`src/hw/rtl/priority_aging_scheduler_top_defines.svh`:
```
// ----------------------------------------------------------------------------
// Priority aging scheduler assertion macros
// Shared concurrent-assertion helpers, clocked on clk, disabled in reset.
// ----------------------------------------------------------------------------
`ifndef PRIORITY_AGING_SCHEDULER_TOP_DEFINES_SVH
`define PRIORITY_AGING_SCHEDULER_TOP_DEFINES_SVH

// Same-cycle implication.
`define PAS_ASSERT_NOW(label, ante, cons, msg) \
    label: assert property (@(posedge clk) disable iff (!rst_n) (ante) |-> (cons)) \
        else $error(msg);

// Next-cycle implication.
`define PAS_ASSERT_NEXT(label, ante, cons, msg) \
    label: assert property (@(posedge clk) disable iff (!rst_n) (ante) |=> (cons)) \
        else $error(msg);

`endif

```
`src/hw/rtl/paw_pkg.sv`:
```
// ----------------------------------------------------------------------------
// Priority aging scheduler package
// Shared sizes, codes, types and the priority clamp.
// ----------------------------------------------------------------------------
`timescale 1ns / 1ps

package paw_pkg;

    localparam int NUM_TASKS = 16;
    localparam int IDX_W     = $clog2(NUM_TASKS);
    localparam int SLOT_W    = 4;
    localparam int OP_W      = 2;
    localparam int REQ_W     = 7;
    localparam int PRIO_W    = 6;

    typedef logic signed [PRIO_W-1:0] prio_t;
    typedef logic [IDX_W-1:0]         idx_t;

    localparam prio_t PRIO_FLOOR = -6'sd20;
    localparam prio_t PRIO_CEIL  = 6'sd20;
    localparam prio_t AGE_STEP   = 6'sd1;

    typedef enum logic [OP_W-1:0] {
        OP_SET   = 2'd0,
        OP_LEAVE = 2'd1,
        OP_PICK  = 2'd2
    } op_e;

    typedef enum logic [1:0] {
        ST_IDLE,
        ST_SCAN,
        ST_APPLY,
        ST_RESP
    } state_e;

    // Scan token handed from one cell to the next.
    typedef struct packed {
        logic  valid;
        logic  have;
        prio_t prio;
        idx_t  idx;
    } scan_t;

    // Broadcast command from the controller to every cell.
    typedef struct packed {
        logic  set;
        logic  leave;
        logic  apply;
        idx_t  win_idx;
        prio_t prio;
    } cell_cmd_t;

    function automatic prio_t clamp_prio(input logic signed [REQ_W-1:0] v);
        prio_t r;
        if (v < REQ_W'(PRIO_FLOOR))
            r = PRIO_FLOOR;
        else if (v > REQ_W'(PRIO_CEIL))
            r = PRIO_CEIL;
        else
            r = prio_t'(v);
        return r;
    endfunction

endpackage

```
`src/hw/rtl/priority_aging_scheduler_top.sv`:
```
// ----------------------------------------------------------------------------
// Priority aging scheduler top level
// Task slot table as a chain of cells, with a scan token for pick requests.
// ----------------------------------------------------------------------------
// Usage:
// A request enters on in_valid/in_ready with operation, slot and prio_value.
// Every request returns exactly one result on out_valid/out_ready carrying
// found and chosen_slot.
// A set or leave request is applied at the accepting edge and its result
// (found = 0) is loaded into the output register at that same edge, so it
// shows in the next cycle; such requests can follow each other every cycle
// while the receiver takes each result. A pick request launches a scan
// token into the cell chain. The token steps one cell per cycle through
// every cell; the apply state then ages the other ready slots and restores
// the winner. No new request is taken until the pick's result is loaded
// into the output register.
// If the receiver stalls, the result waits in the output register and the
// next request is held off only until that register is free.
// Reset clears every slot to not ready with both priorities zero, and
// leaves the output empty.
// ----------------------------------------------------------------------------
`timescale 1ns / 1ps

module priority_aging_scheduler_top
(
    input  logic                            clk,
    input  logic                            rst_n,
    input  logic                            in_valid,
    output logic                            in_ready,
    input  logic [paw_pkg::OP_W-1:0]        operation,
    input  logic [paw_pkg::SLOT_W-1:0]      slot,
    input  logic signed [paw_pkg::REQ_W-1:0] prio_value,
    output logic                            out_valid,
    input  logic                            out_ready,
    output logic                            found,
    output logic [paw_pkg::SLOT_W-1:0]      chosen_slot
);
    import paw_pkg::*;

    state_e    state_reg, state_next;
    logic      out_valid_reg, out_valid_next;
    logic      found_reg, found_next;
    logic [SLOT_W-1:0] chosen_reg, chosen_next;
    logic      win_have_reg;
    idx_t      win_idx_reg;

    logic      accept;
    logic      accept_pick;
    logic      out_free;
    logic      load_pick;
    cell_cmd_t cmd;
    scan_t     tok [NUM_TASKS+1];
    logic [NUM_TASKS-1:0] sel;
    logic [NUM_TASKS-1:0] tok_valid;

    assign out_free    = !out_valid_reg || out_ready;
    assign accept      = in_valid && in_ready;
    assign accept_pick = accept && (operation == OP_PICK);

    // The scan token enters the first cell on the cycle a pick is accepted.
    assign tok[0].valid = accept_pick;
    assign tok[0].have  = 1'b0;
    assign tok[0].prio  = '0;
    assign tok[0].idx   = '0;

    // Broadcast command. Set and leave act at the accepting edge; the aging
    // update happens in the apply cycle, and only if some slot was ready.
    assign cmd.set     = accept && (operation == OP_SET);
    assign cmd.leave   = accept && (operation == OP_LEAVE);
    assign cmd.apply   = (state_reg == ST_APPLY) && win_have_reg;
    assign cmd.win_idx = win_idx_reg;
    assign cmd.prio    = clamp_prio(prio_value);

    genvar gi;
    generate
        for (gi = 0; gi < NUM_TASKS; gi++)
        begin : g_cell
            // A slot number beyond the table matches no cell.
            assign sel[gi]       = (32'(slot) == gi);
            assign tok_valid[gi] = tok[gi+1].valid;

            paw_cell u_cell
            (
                .clk      (clk),
                .rst_n    (rst_n),
                .cmd      (cmd),
                .sel      (sel[gi]),
                .cell_idx (IDX_W'(gi)),
                .tok_in   (tok[gi]),
                .tok_out  (tok[gi+1])
            );
        end
    endgenerate

    // Next-state logic.
    always_comb
    begin
        state_next = state_reg;
        case (state_reg)
            ST_IDLE:
            begin
                if (accept_pick)
                    state_next = ST_SCAN;
            end
            ST_SCAN:
            begin
                if (tok[NUM_TASKS].valid)
                    state_next = ST_APPLY;
            end
            ST_APPLY:
            begin
                state_next = out_free ? ST_IDLE : ST_RESP;
            end
            ST_RESP:
            begin
                if (out_free)
                    state_next = ST_IDLE;
            end
            default:
            begin
                state_next = ST_IDLE;
            end
        endcase
    end

    // Output logic: request handshake and output register loading.
    always_comb
    begin
        in_ready  = 1'b0;
        load_pick = 1'b0;
        case (state_reg)
            ST_IDLE:
            begin
                in_ready = out_free;
            end
            ST_APPLY, ST_RESP:
            begin
                load_pick = out_free;
            end
            default:
            begin
                in_ready  = 1'b0;
                load_pick = 1'b0;
            end
        endcase
    end

    always_comb
    begin
        out_valid_next = out_valid_reg && !out_ready;
        found_next     = found_reg;
        chosen_next    = chosen_reg;
        if (accept && !accept_pick)
        begin
            out_valid_next = 1'b1;
            found_next     = 1'b0;
            chosen_next    = '0;
        end
        else if (load_pick)
        begin
            out_valid_next = 1'b1;
            found_next     = win_have_reg;
            chosen_next    = win_have_reg ? SLOT_W'(win_idx_reg) : '0;
        end
    end

    always_ff @(posedge clk or negedge rst_n)
    begin
        if (!rst_n)
        begin
            state_reg     <= ST_IDLE;
            out_valid_reg <= 1'b0;
            win_have_reg  <= 1'b0;
        end
        else
        begin
            state_reg     <= state_next;
            out_valid_reg <= out_valid_next;
            if ((state_reg == ST_SCAN) && tok[NUM_TASKS].valid)
                win_have_reg <= tok[NUM_TASKS].have;
        end
    end

    always_ff @(posedge clk)
    begin
        found_reg  <= found_next;
        chosen_reg <= chosen_next;
        if ((state_reg == ST_SCAN) && tok[NUM_TASKS].valid)
            win_idx_reg <= tok[NUM_TASKS].idx;
    end

    assign out_valid   = out_valid_reg;
    assign found       = found_reg;
    assign chosen_slot = chosen_reg;

`include "priority_aging_scheduler_top_defines.svh"

    `PAS_ASSERT_NOW(a_one_token, 1'b1, $onehot0(tok_valid), "more than one scan token in chain")
    `PAS_ASSERT_NOW(a_token_in_scan, tok[NUM_TASKS].valid, state_reg == ST_SCAN,
        "scan token left the chain outside a scan")
    `PAS_ASSERT_NEXT(a_pick_starts_scan, accept_pick, state_reg == ST_SCAN,
        "accepted pick did not start a scan")
    `PAS_ASSERT_NEXT(a_apply_once, state_reg == ST_APPLY, state_reg != ST_APPLY,
        "aging update applied twice")

endmodule

```
`src/hw/rtl/paw_cell.sv`:
```
// ----------------------------------------------------------------------------
// Priority aging scheduler cell
// One task slot: ready bit, static and dynamic priority, one scan stage.
// ----------------------------------------------------------------------------
`timescale 1ns / 1ps

module paw_cell
(
    input  logic              clk,
    input  logic              rst_n,
    input  paw_pkg::cell_cmd_t cmd,
    input  logic              sel,
    input  paw_pkg::idx_t     cell_idx,
    input  paw_pkg::scan_t    tok_in,
    output paw_pkg::scan_t    tok_out
);
    import paw_pkg::*;

    logic  ready_reg, ready_next;
    prio_t stat_reg, stat_next;
    prio_t dyn_reg, dyn_next;
    logic  tok_valid_reg;
    logic  tok_have_reg, tok_have_next;
    prio_t tok_prio_reg, tok_prio_next;
    idx_t  tok_idx_reg, tok_idx_next;
    logic  take;

    // This slot wins the scan so far when it is ready and strictly better.
    assign take = ready_reg && (!tok_in.have || (dyn_reg < tok_in.prio));

    always_comb
    begin
        tok_have_next = tok_in.have;
        tok_prio_next = tok_in.prio;
        tok_idx_next  = tok_in.idx;
        if (take)
        begin
            tok_have_next = 1'b1;
            tok_prio_next = dyn_reg;
            tok_idx_next  = cell_idx;
        end
    end

    always_comb
    begin
        ready_next = ready_reg;
        stat_next  = stat_reg;
        dyn_next   = dyn_reg;
        if (cmd.set && sel)
        begin
            ready_next = 1'b1;
            stat_next  = cmd.prio;
            dyn_next   = cmd.prio;
        end
        else if (cmd.leave && sel)
        begin
            ready_next = 1'b0;
        end
        else if (cmd.apply)
        begin
            if (cmd.win_idx == cell_idx)
                dyn_next = stat_reg;
            else if (ready_reg)
                dyn_next = (dyn_reg == PRIO_FLOOR) ? PRIO_FLOOR : dyn_reg - AGE_STEP;
        end
    end

    always_ff @(posedge clk or negedge rst_n)
    begin
        if (!rst_n)
        begin
            ready_reg     <= 1'b0;
            stat_reg      <= '0;
            dyn_reg       <= '0;
            tok_valid_reg <= 1'b0;
        end
        else
        begin
            ready_reg     <= ready_next;
            stat_reg      <= stat_next;
            dyn_reg       <= dyn_next;
            tok_valid_reg <= tok_in.valid;
        end
    end

    always_ff @(posedge clk)
    begin
        tok_have_reg <= tok_have_next;
        tok_prio_reg <= tok_prio_next;
        tok_idx_reg  <= tok_idx_next;
    end

    assign tok_out.valid = tok_valid_reg;
    assign tok_out.have  = tok_have_reg;
    assign tok_out.prio  = tok_prio_reg;
    assign tok_out.idx   = tok_idx_reg;

endmodule
```
`config.mk`:
```
export PLATFORM = sky130hd
export DESIGN_NAME = priority_aging_scheduler_top
export DESIGN_NICKNAME = d
export VERILOG_FILES = /design/src/hw/rtl/paw_pkg.sv /design/src/hw/rtl/priority_aging_scheduler_top.sv /design/src/hw/rtl/paw_cell.sv
export VERILOG_INCLUDE_DIRS = /design/src /design/src/hw/rtl
export SDC_FILE = /design/constraint.sdc
export NUM_CORES = 1
export LEC_CHECK = 0
export ABC_CLOCK_PERIOD_IN_PS = 5100
export BUFFER_PORTS_ARGS = -buffer_cell sky130_fd_sc_hd__buf_2
export CAP_MARGIN = 25
export CORE_MARGIN = 2
export CORE_UTILIZATION = 55
export DETAILED_ROUTE_END_ITERATION = 8
export PLACE_DENSITY = 0.81
export SLEW_MARGIN = 40
export SYNTH_ARGS = -nofsm -noshare
export SYNTH_HDL_FRONTEND = slang
export SYNTH_SLANG_ARGS = --single-unit
```
`constraint.sdc`:
```
create_clock -name clk -period 5.1 [get_ports clk]
set_clock_uncertainty 0.05 [all_clocks]
set_input_delay 0.51 -clock clk [delete_from_list [all_inputs] [get_ports clk]]
set_output_delay 0.51 -clock clk [all_outputs]
set_load 0.02 [all_outputs]
```
==> flow_summary.toml, run 1 <==
[drt]
drc = 0
routedWlPerCell_um = 19.6
ant_nets = 0
via_count = 14900
viasPerCell = 6.06
drtIter0Drc = 1175
wl_um = 48300
drtPass1Iterations = 6

[clock_network]
cts_hold_buf = 0
htree_levels = 2
clock-root-buffer = "clkbuf_16"
cts_tree = "yes"
cts_resized = 0
cts_sinks = 392
cts_inserted_buffers = 41
clk_pin_slew_ps = 60
clkLatencyLatePin_ps = 550
post_cts_buffers = 0
cts_max_path_buffers = 3

[setup_path]
path_max_fanout = 30
crit_type = "reg -> reg"
startpoint = "state_reg[1]"
reg2reg_from = "state_reg[1]"
end_kind = "flip-flop"
cp.required_ps = 5470
start_kind = "flip-flop"
crit_arrival_ps = 3170

[synth]
yosys.area_share.simple = 0.160
synthXorXnorAreaFrac = 0.0218
syn_nets = 2094
yosys_most_used_dff = "dfrtp_1"
avgSynthCellArea_um2 = 9.51
yosysUniqueCellTypes = 74
synth_seq_cells = 392
yosysTopAreaCellShare = 0.302
synth_top_family_by_area = "compound AO/OA/AOI/OAI gates"
synth-adder-area-share = 0.0608
yosys.area.top_type = "dfrtp_1"
synthTopCellsByCount = "dfrtp_1 (228), nand2_1 (227), o21ai_0 (203), dfxtp_1 (160), inv_1 (147)"
yosysWarningCount = 0
synth_compound_area_frac = 0.173
yosysMostFrequentCell = "dfrtp_1"
synthMuxAreaShare = 0.0550
synth_edf_count = 4
netlist_top_cells_area = "dfrtp_1 (30%), dfxtp_1 (17%), ha_1 (6.0%), o21ai_0 (5.4%), nand2_1 (4.5%)"
synth.yosys.seq_area_share = 0.478
ys_async_sr_fraction = 0.582
syn_area_mm2 = 0.0189
synthCells = 1986

[timing]
drv_slew = 0
fin_crit_sh = 0.549
rsz0062_at_grt = "no"
timing.slew.headroom = 0.465
setup_viol = 0
final.setup.tns_ps = 0
final.min_clock_period_ps = 2800
tightestPinTransition_ps = 799
fin_ws_ps = 2300
fmax_mhz = 357
hold_viol = 0

[grt]
grt_pass1_vias = 14800
antenna_found_initial = 2
grt-ovfl-total = 0
grt_pass1_wl_um = 78700
grt_max_degree = 118
grtUsageTotal = 0.275

[layout]
synthToLayoutAreaGrowth_pct = 11.2
nFillCells = 2739
nets = 2090
fin_area_mm2 = 0.0210
utilization = 0.623
drive_above_1_share = 0.132
final_cells = 2463
multi_input_area_mm2 = 0.00902
seq_area_mm2 = 0.00903

[placement]
gp_congestion = 0.922
dp.cells = 2385
pre_cts_slack_ps = 2300
place_area_mm2 = 0.0195
hpwl_um = 32100
portBuffers = 23

[job]
cap_violations = 0

[run_status]
status = "finished clean"

[worst_hold_path]
min_path_type = "in -> reg"
hold_start = "in_valid"

[power_and_ir_drop]
irDropWorstVdd_uv = 339
power.density_mw_per_mm2 = 547
p_leak_uw = 0.00927

[floorplan]
initial_core_util = 0.561
rows = 67
io_pins = 24
fp.dieW_um = 189
core_mm2 = 0.0337
chipHeight_um = 189
dieArea_mm2 = 0.0358
through the flow:
step	hold slack [ps]	power [uW]
finish	220	11500
global route	231	12200
CTS	37.3	11500
detailed placement	286	8270
global placement	282	8050
floorplan	164	7270
critical path, cell delays in order (launching register included):
cell,delay [ps]
dfrtp_1,620
and3b_1,670
buf_4,490
o21ai_0,160
nand2_1,330
o21ai_0,150
o22a_1,180
metal layers:
layer,global-route usage,up-vias,routed length [um]
met5,0,-,12
met1,0.350,7235,19700
met3,0.0399,158,3140
met4,0.129,2,2380
met2,0.464,573,23100
li1,-,6965,-
report_power, final:
part / switching [uW] / total, uW / leakage [uW] / internal, uW
Sequential: 865 / 4910 / 0.00430 / 4040
Combinational: 1750 / 3400 / 0.00425 / 1650
Clock: 1260 / 3170 / 0.000712 / 1910
worst paths after layout:
path                                                  endpoint  slack [ps]  cells past startpoint
worst max register to register     g_cell[0].u_cell.dyn_reg[2]        2300                      6
max in group asynchronous         g_cell[8].u_cell.stat_reg[5]        3580                      3
worst max-delay path               g_cell[0].u_cell.dyn_reg[2]        2300                      6
worst min register to register  g_cell[2].u_cell.tok_valid_reg         300                      0
min in group asynchronous         g_cell[15].u_cell.dyn_reg[1]         430                      2
worst min-delay path            g_cell[0].u_cell.tok_valid_reg         220                      3
logic make-up (layout without fill, tap and decap cells):
| family | Yosys count | count (layout) |
|---|---|---|
| AND/OR/NAND/NOR | 606 | 606 |
| AO/OA/AOI/OAI | 505 | 505 |
| flip-flops | 392 | 392 |
| buffers and inverters | 249 | 277 |
| multiplexers | 95 | 95 |
| adder cells (fa/ha/maj) | 92 | 92 |
| XOR/XNOR | 47 | 47 |
| other | 0 | 1 |
cell type report:
cell class | count | area share
clock buffer | 59 | 0.0595
sequential | 392 | 0.430
tap | 448 | 0.0267
multi-input combinational | 1345 | 0.429
antenna | 1 | 0.000119
clock inverter | 16 | 0.00911
timing repair buffer | 55 | 0.0191
inverter | 147 | 0.0263
placed cells by master (no fill, tap or decap), types with 29 or more instances in the layout:
| cell | instances |
|---|---|
| xnor2_1 | 29 |
| nand2_1 | 226 |
| dfxtp_1 | 160 |
| o31ai_1 | 36 |
| nand2b_1 | 41 |
| clkbuf_16 | 45 |
| nor3_1 | 40 |
| inv_1 | 147 |
| or2_2 | 34 |
| nand4_1 | 29 |
| nor2_1 | 113 |
| a31oi_1 | 31 |
| a21oi_1 | 86 |
| mux2_2 | 70 |
| o21ai_0 | 202 |
| ha_1 | 91 |
| dfrtp_1 | 228 |
| buf_4 | 29 |
No activity file was read; power rests on OpenSTA's default activity.
==> inputs of run 2 (changes only) <==
--- a/config.mk
+++ b/config.mk
@@ -6,13 +6,14 @@
 export SDC_FILE = /design/constraint.sdc
 export NUM_CORES = 1
 export LEC_CHECK = 0
-export ABC_CLOCK_PERIOD_IN_PS = 5100
+export ABC_AREA = 1
+export ABC_CLOCK_PERIOD_IN_PS = 2300
 export BUFFER_PORTS_ARGS = -buffer_cell sky130_fd_sc_hd__buf_2
 export CAP_MARGIN = 25
 export CORE_MARGIN = 2
 export CORE_UTILIZATION = 55
 export DETAILED_ROUTE_END_ITERATION = 8
-export PLACE_DENSITY = 0.81
+export PLACE_DENSITY = 0.84
 export SLEW_MARGIN = 40
 export SYNTH_ARGS = -nofsm -noshare
 export SYNTH_HDL_FRONTEND = slang
==> constraint.sdc (replaced) <==
create_clock -name clk -period 2.3 [get_ports clk]
set_clock_uncertainty 0.05 [all_clocks]
set_input_delay 0.23 -clock clk [delete_from_list [all_inputs] [get_ports clk]]
set_output_delay 0.23 -clock clk [all_outputs]
set_load 0.02 [all_outputs]
==> flow_summary.toml, run 2 <==
[power_and_ir_drop]
irDropWorstVdd_uv = 750
internal-power_uw = 15200
power.share.clock = 0.279
p_leak_uw = 0.0122
power_frac_seq = 0.407
combPwrFrac = 0.314
power.density_mw_per_mm2 = 1060
p_sw_uw = 8640
switching_share = 0.363

[synth]
syn_area_mm2 = 0.0201
yosysWarningCount = 0
netlist_top_cells_area = "dfrtp_1 (28%), nand2_1 (20%), dfxtp_1 (16%), inv_1 (7.5%), ha_1 (5.7%)"
ys_async_sr_fraction = 0.582
yosysMostFrequentCell = "nand2_1"
synthTopCellsByCount = "nand2_1 (1,081), inv_1 (403), nor2_1 (236), dfrtp_1 (228), nand3_1 (225)"
yosys.area.top_type = "dfrtp_1"
yosys_most_used_dff = "dfrtp_1"
yosysUniqueCellTypes = 38
avgSynthCellArea_um2 = 7.12
synth.yosys.seq_area_share = 0.448
yosysTopAreaCellShare = 0.283
syn_nets = 2934
synth_seq_cells = 392
synthCells = 2826
synth_edf_count = 4

[clock_network]
cts_max_path_buffers = 3
clk_pin_slew_ps = 60
cts_tree = "yes"
clock-root-buffer = "clkbuf_16"
cts_sinks = 392
post_cts_buffers = 0
cts_inserted_buffers = 42
htree_levels = 2
clkLatencyLatePin_ps = 550

[placement]
portBuffers = 23
gp_congestion = 0.926
pre_cts_slack_ps = 104
place_area_mm2 = 0.0210
hpwl_um = 34800

[setup_path]
crit_type = "in -> reg"
path_max_fanout = 3
cp.required_ps = 2730
crit_arrival_ps = 2520
reg2reg_depth = 11
reg2reg_from = "g_cell[10].u_cell.dyn_reg[2]"
crit_path_end = "g_cell[0].u_cell.tok_valid_reg"
end_kind = "flip-flop"
start_kind = "input pin"
r2r_setup_slack_ps = 240
r2r-end = "g_cell[10].u_cell.tok_prio_reg[1]"
startpoint = "operation[1]"

[layout]
nFillCells = 3008
synthToLayoutAreaGrowth_pct = 11.7
fin_area_mm2 = 0.0225
layout.cells.most_common_list = "nand2_1 (1,081), inv_1 (403), nor2_1 (233)"
drive_above_1_share = 0.0624
layout_commonest_cell = "nand2_1"
nets = 3006
utilization = 0.619

[grt]
met1_usage = 0.348
grtUsageMet2 = 0.459
grt_pass1_vias = 17700
busiest_layer = "met2"
grtUsageTotal = 0.270
met3_usage = 0.0358
antenna_found_initial = 3
grt-ovfl-total = 0
grt_pass1_wl_um = 84800
grt_max_degree = 69

[drt]
ant_nets = 0
drtIter0Drc = 1564
routedWlPerCell_um = 14.6
viasPerCell = 5.32
drtPass1Iterations = 7
drc = 0
via_count = 18100
wl_um = 49500

[timing]
fmax_mhz = 479
drv_slew = 0
fin_ws_ps = 211
final.setup.tns_ps = 0
final.min_clock_period_ps = 2090
hold_ws_ps = 119
hold_viol = 0
fin_crit_sh = 0.908
tightestPinTransition_ps = 588
timing.slew.headroom = 0.607
setup_viol = 0
rsz0062_at_grt = "no"

[floorplan]
fp.dieW_um = 195
rows = 70
core_mm2 = 0.0363
chipHeight_um = 195
initial_core_util = 0.554
io_pins = 24
dieArea_mm2 = 0.0382

[worst_hold_path]
hold_start = "operation[0]"
min_path_type = "in -> reg"

[job]
cap_violations = 0

[run_status]
status = "finished clean"
==> run 2: cell count changes after synthesis, sizes merged, moves of 25 or more <==
cell    delta
nor2     +135
or2       -31
clkbuf    -65
a31oi     -35
nand3    +216
o31ai     -36
inv      +259
mux2      -70
nand2    +867
o21ai     -57
mux2i     -25
nand2b    -41
==> run 2: per-stage QoR <==
step                instances  power [uW]
floorplan                2826       15100
global placement         3316       16800
detailed placement       3316       17100
CTS                      3400       23900
global route             3402       25700
finish                   3403       23800
==> run 2: kinds of logic after synthesis <==
family / Yosys count / synth area share
buf+inv: 449 / 0.0864
compound gates: 232 / 0.0596
flops: 392 / 0.448
simple gates: 1634 / 0.337
xor+xnor: 28 / 0.0122
fa+ha+maj: 91 / 0.0566
==> run 2: timing repair <==
| action | in CTS | in global routing |
|---|---|---|
| endpoints found under the hold margin | 67 | 0 |
| gates resized for setup | 0 | 3 |
| endpoints found under the setup margin | 0 | 18 |
| hold buffers | 6 | 0 |
==> run 2: power by group through the flow <==
stage	registers, uW	clock network [uW]	logic, uW
3_5_place_dp	9780	0	7350
3_3_place_gp	9740	0	7010
2_1_floorplan	9290	0	5770
4_1_cts	9670	6740	7460
5_1_grt	9880	7060	8730
6_report	9700	6660	7480
==> run 2: cell type report <==
type                       instances  area, um2  share of cell area
clock buffer                      58       1190              0.0529
timing repair buffer              70        593              0.0264
inverter                         407       1530              0.0680
clock inverter                    20        185             0.00823
antenna                            3       7.51            0.000334
sequential                       392       9030               0.401
tap                              468        586              0.0260
multi-input combinational       1985       9380               0.417
==> run 2: worst min path at each step <==
| stage | cells past startpoint | slack (ps) | to |
|---|---|---|---|
| after global placement | 1 | 200 | g_cell[4].u_cell.dyn_reg[5] |
| after global routing | 5 | 140 | state_reg[0] |
| final | 5 | 120 | out_valid |
| after floorplan | 0 | -120 | g_cell[0].u_cell.dyn_reg[0] |
| after detailed placement | 1 | 200 | g_cell[4].u_cell.dyn_reg[5] |
| after CTS | 5 | 90 | state_reg[0] |
==> run 2: routing by layer <==
| layer | vias up | part of all wire |
|---|---|---|
| met5 | - | 0 |
| met4 | 0 | 0.042 |
| met3 | 153 | 0.065 |
| met2 | 609 | 0.47 |
| met1 | 8418 | 0.42 |
| li1 | 8921 | - |
==> run 2: critical path, cell delays in order <==
cell	delay, ps
dlygate4sd3_1	530
buf_2	130
nand2_1	70
dlygate4sd3_1	560
nor4_1	390
dlygate4sd3_1	620
==> inputs of run 3 (changes only) <==
--- a/config.mk
+++ b/config.mk
@@ -10,6 +10,7 @@
 export ABC_CLOCK_PERIOD_IN_PS = 2300
 export BUFFER_PORTS_ARGS = -buffer_cell sky130_fd_sc_hd__buf_2
 export CAP_MARGIN = 25
+export CORE_ASPECT_RATIO = 2
 export CORE_MARGIN = 2
 export CORE_UTILIZATION = 55
 export DETAILED_ROUTE_END_ITERATION = 8
==> flow_summary.toml, run 3 (synthesis gave the netlist of run 2 again) <==
[timing]
hold_viol = 0
rsz0062_at_grt = "no"
timing.slew.headroom = 0.576
drv_slew = 0
final.setup.tns_ps = 0
final.min_clock_period_ps = 2080
setup_viol = 0
tightestPinTransition_ps = 630
fin_crit_sh = 0.903
fmax_mhz = 482

[floorplan]
core_mm2 = 0.0363
io_pins = 24
fp.dieW_um = 139
rows = 99
chipHeight_um = 275
dieArea_mm2 = 0.0382
initial_core_util = 0.555

[layout]
nets = 3007
layout.cells.most_common_list = "nand2_1 (1,081), inv_1 (403), nor2_1 (235)"
drive_above_1_share = 0.0622
nFillCells = 3122
layout_commonest_cell = "nand2_1"
final_cells = 3383
utilization = 0.616
synthToLayoutAreaGrowth_pct = 11.0

[power_and_ir_drop]
irDropWorstVdd_uv = 1030
power.density_mw_per_mm2 = 1060
p_leak_uw = 0.0121

[drt]
top_layer = "met5"
ant_nets = 0
wl_met3_um = 2650
wl_um = 54200
drtPass1Iterations = 6
drtIter0Drc = 1321
drc = 0
viasPerCell = 5.41
via_count = 18300
met2_length_um = 28400
routedWlPerCell_um = 16.0
wl_met1_um = 18400

[grt]
grt_pass1_wl_um = 88300
grt_max_degree = 77
antenna_found_initial = 5
grtUsageTotal = 0.286
grt_pass1_vias = 18400
grt-ovfl-total = 0

[job]
cap_violations = 0

[setup_path]
crit_arrival_ps = 2470
crit_type = "reg -> reg"
crit_slowest_cell = "dfrtp_1"
cp.required_ps = 2700
end_kind = "flip-flop"
cp_slowest_stage_delay_ps = 400
path_max_fanout = 18
start_kind = "flip-flop"
path_cells = "clkinv_2, nand2_4, nor3_4, buf_12, nand3_1, nand2_1, nor2_1, a21oi_1"

[clock_network]
cts_tree = "yes"
clkLatencyLatePin_ps = 550
clock-root-buffer = "clkbuf_16"
cts_sinks = 392
cts_inserted_buffers = 35
clk_pin_slew_ps = 70
cts_max_path_buffers = 3
htree_levels = 2

[placement]
hpwl_um = 39600
dp.cells = 3314
gp_congestion = 0.936
portBuffers = 23

[run_status]
status = "finished clean"

[worst_hold_path]
min_path_type = "in -> reg"
-- run 3: worst paths after layout --
check,start,to,slack (ps),cells past startpoint
hold reg to reg,g_cell[3].u_cell.tok_valid_reg,g_cell[4].u_cell.tok_valid_reg,300,0
setup reg to reg,state_reg[1],g_cell[7].u_cell.dyn_reg[5],220,8
max in group asynchronous,rst_n,g_cell[6].u_cell.dyn_reg[0],1250,3
min in group asynchronous,rst_n,g_cell[0].u_cell.dyn_reg[2],140,2
hold / removal,operation[1],g_cell[0].u_cell.tok_valid_reg,50,3
setup / recovery,state_reg[1],g_cell[7].u_cell.dyn_reg[5],220,8
-- run 3: power by group --
| part | leakage [uW] | switching [uW] | internal, uW |
|---|---|---|---|
| registers | 0.00413 | 1280 | 8450 |
| clock network | 0.000609 | 2700 | 3560 |
| logic | 0.00741 | 4770 | 2880 |
-- run 3: metrics by stage --
stage	hold slack (ps)	area, um2	total power (uW)	setup slack [ps]
detailed placement	141	21100	17300	204
global route	41.8	22300	25300	58.8
finish	51.5	22300	23600	224
floorplan	-116	20100	15100	434
CTS	5.84	22300	23700	188
global placement	131	21100	17000	193
-- run 3: worst max-delay path, delay by kind of cell (launching register included) --
kind / cells / cell delay (ps)
buffers and inverters: 2 / 370
and+or+nand+nor: 5 / 960
AOI/OAI and AO/OA: 1 / 170
DFF: 1 / 400
-- run 3: final cells by class --
class | instances | area [um2] | share of cell area
diodes | 3 | 7.51 | 0.000336
inverters | 407 | 1530 | 0.0684
well taps | 454 | 568 | 0.0254
flip-flops and latches | 392 | 9030 | 0.404
repair buffers | 78 | 606 | 0.0271
clock inverters | 19 | 201 | 0.00902
clock buffers | 45 | 1030 | 0.0461
multi-input cells | 1985 | 9370 | 0.419
-- run 3: repair_timing --
action	CTS	global route
setup endpoints to repair	0	3
hold endpoints to repair	66	0
hold buffers	2	0
resized for setup	0	1
buffers inserted	0	0
-- run 3: layer usage --
layer,up-vias,GRT usage
met5,-,0
met4,2,0.224
met1,8472,0.286
li1,8896,-
met3,271,0.0320
met2,671,0.534
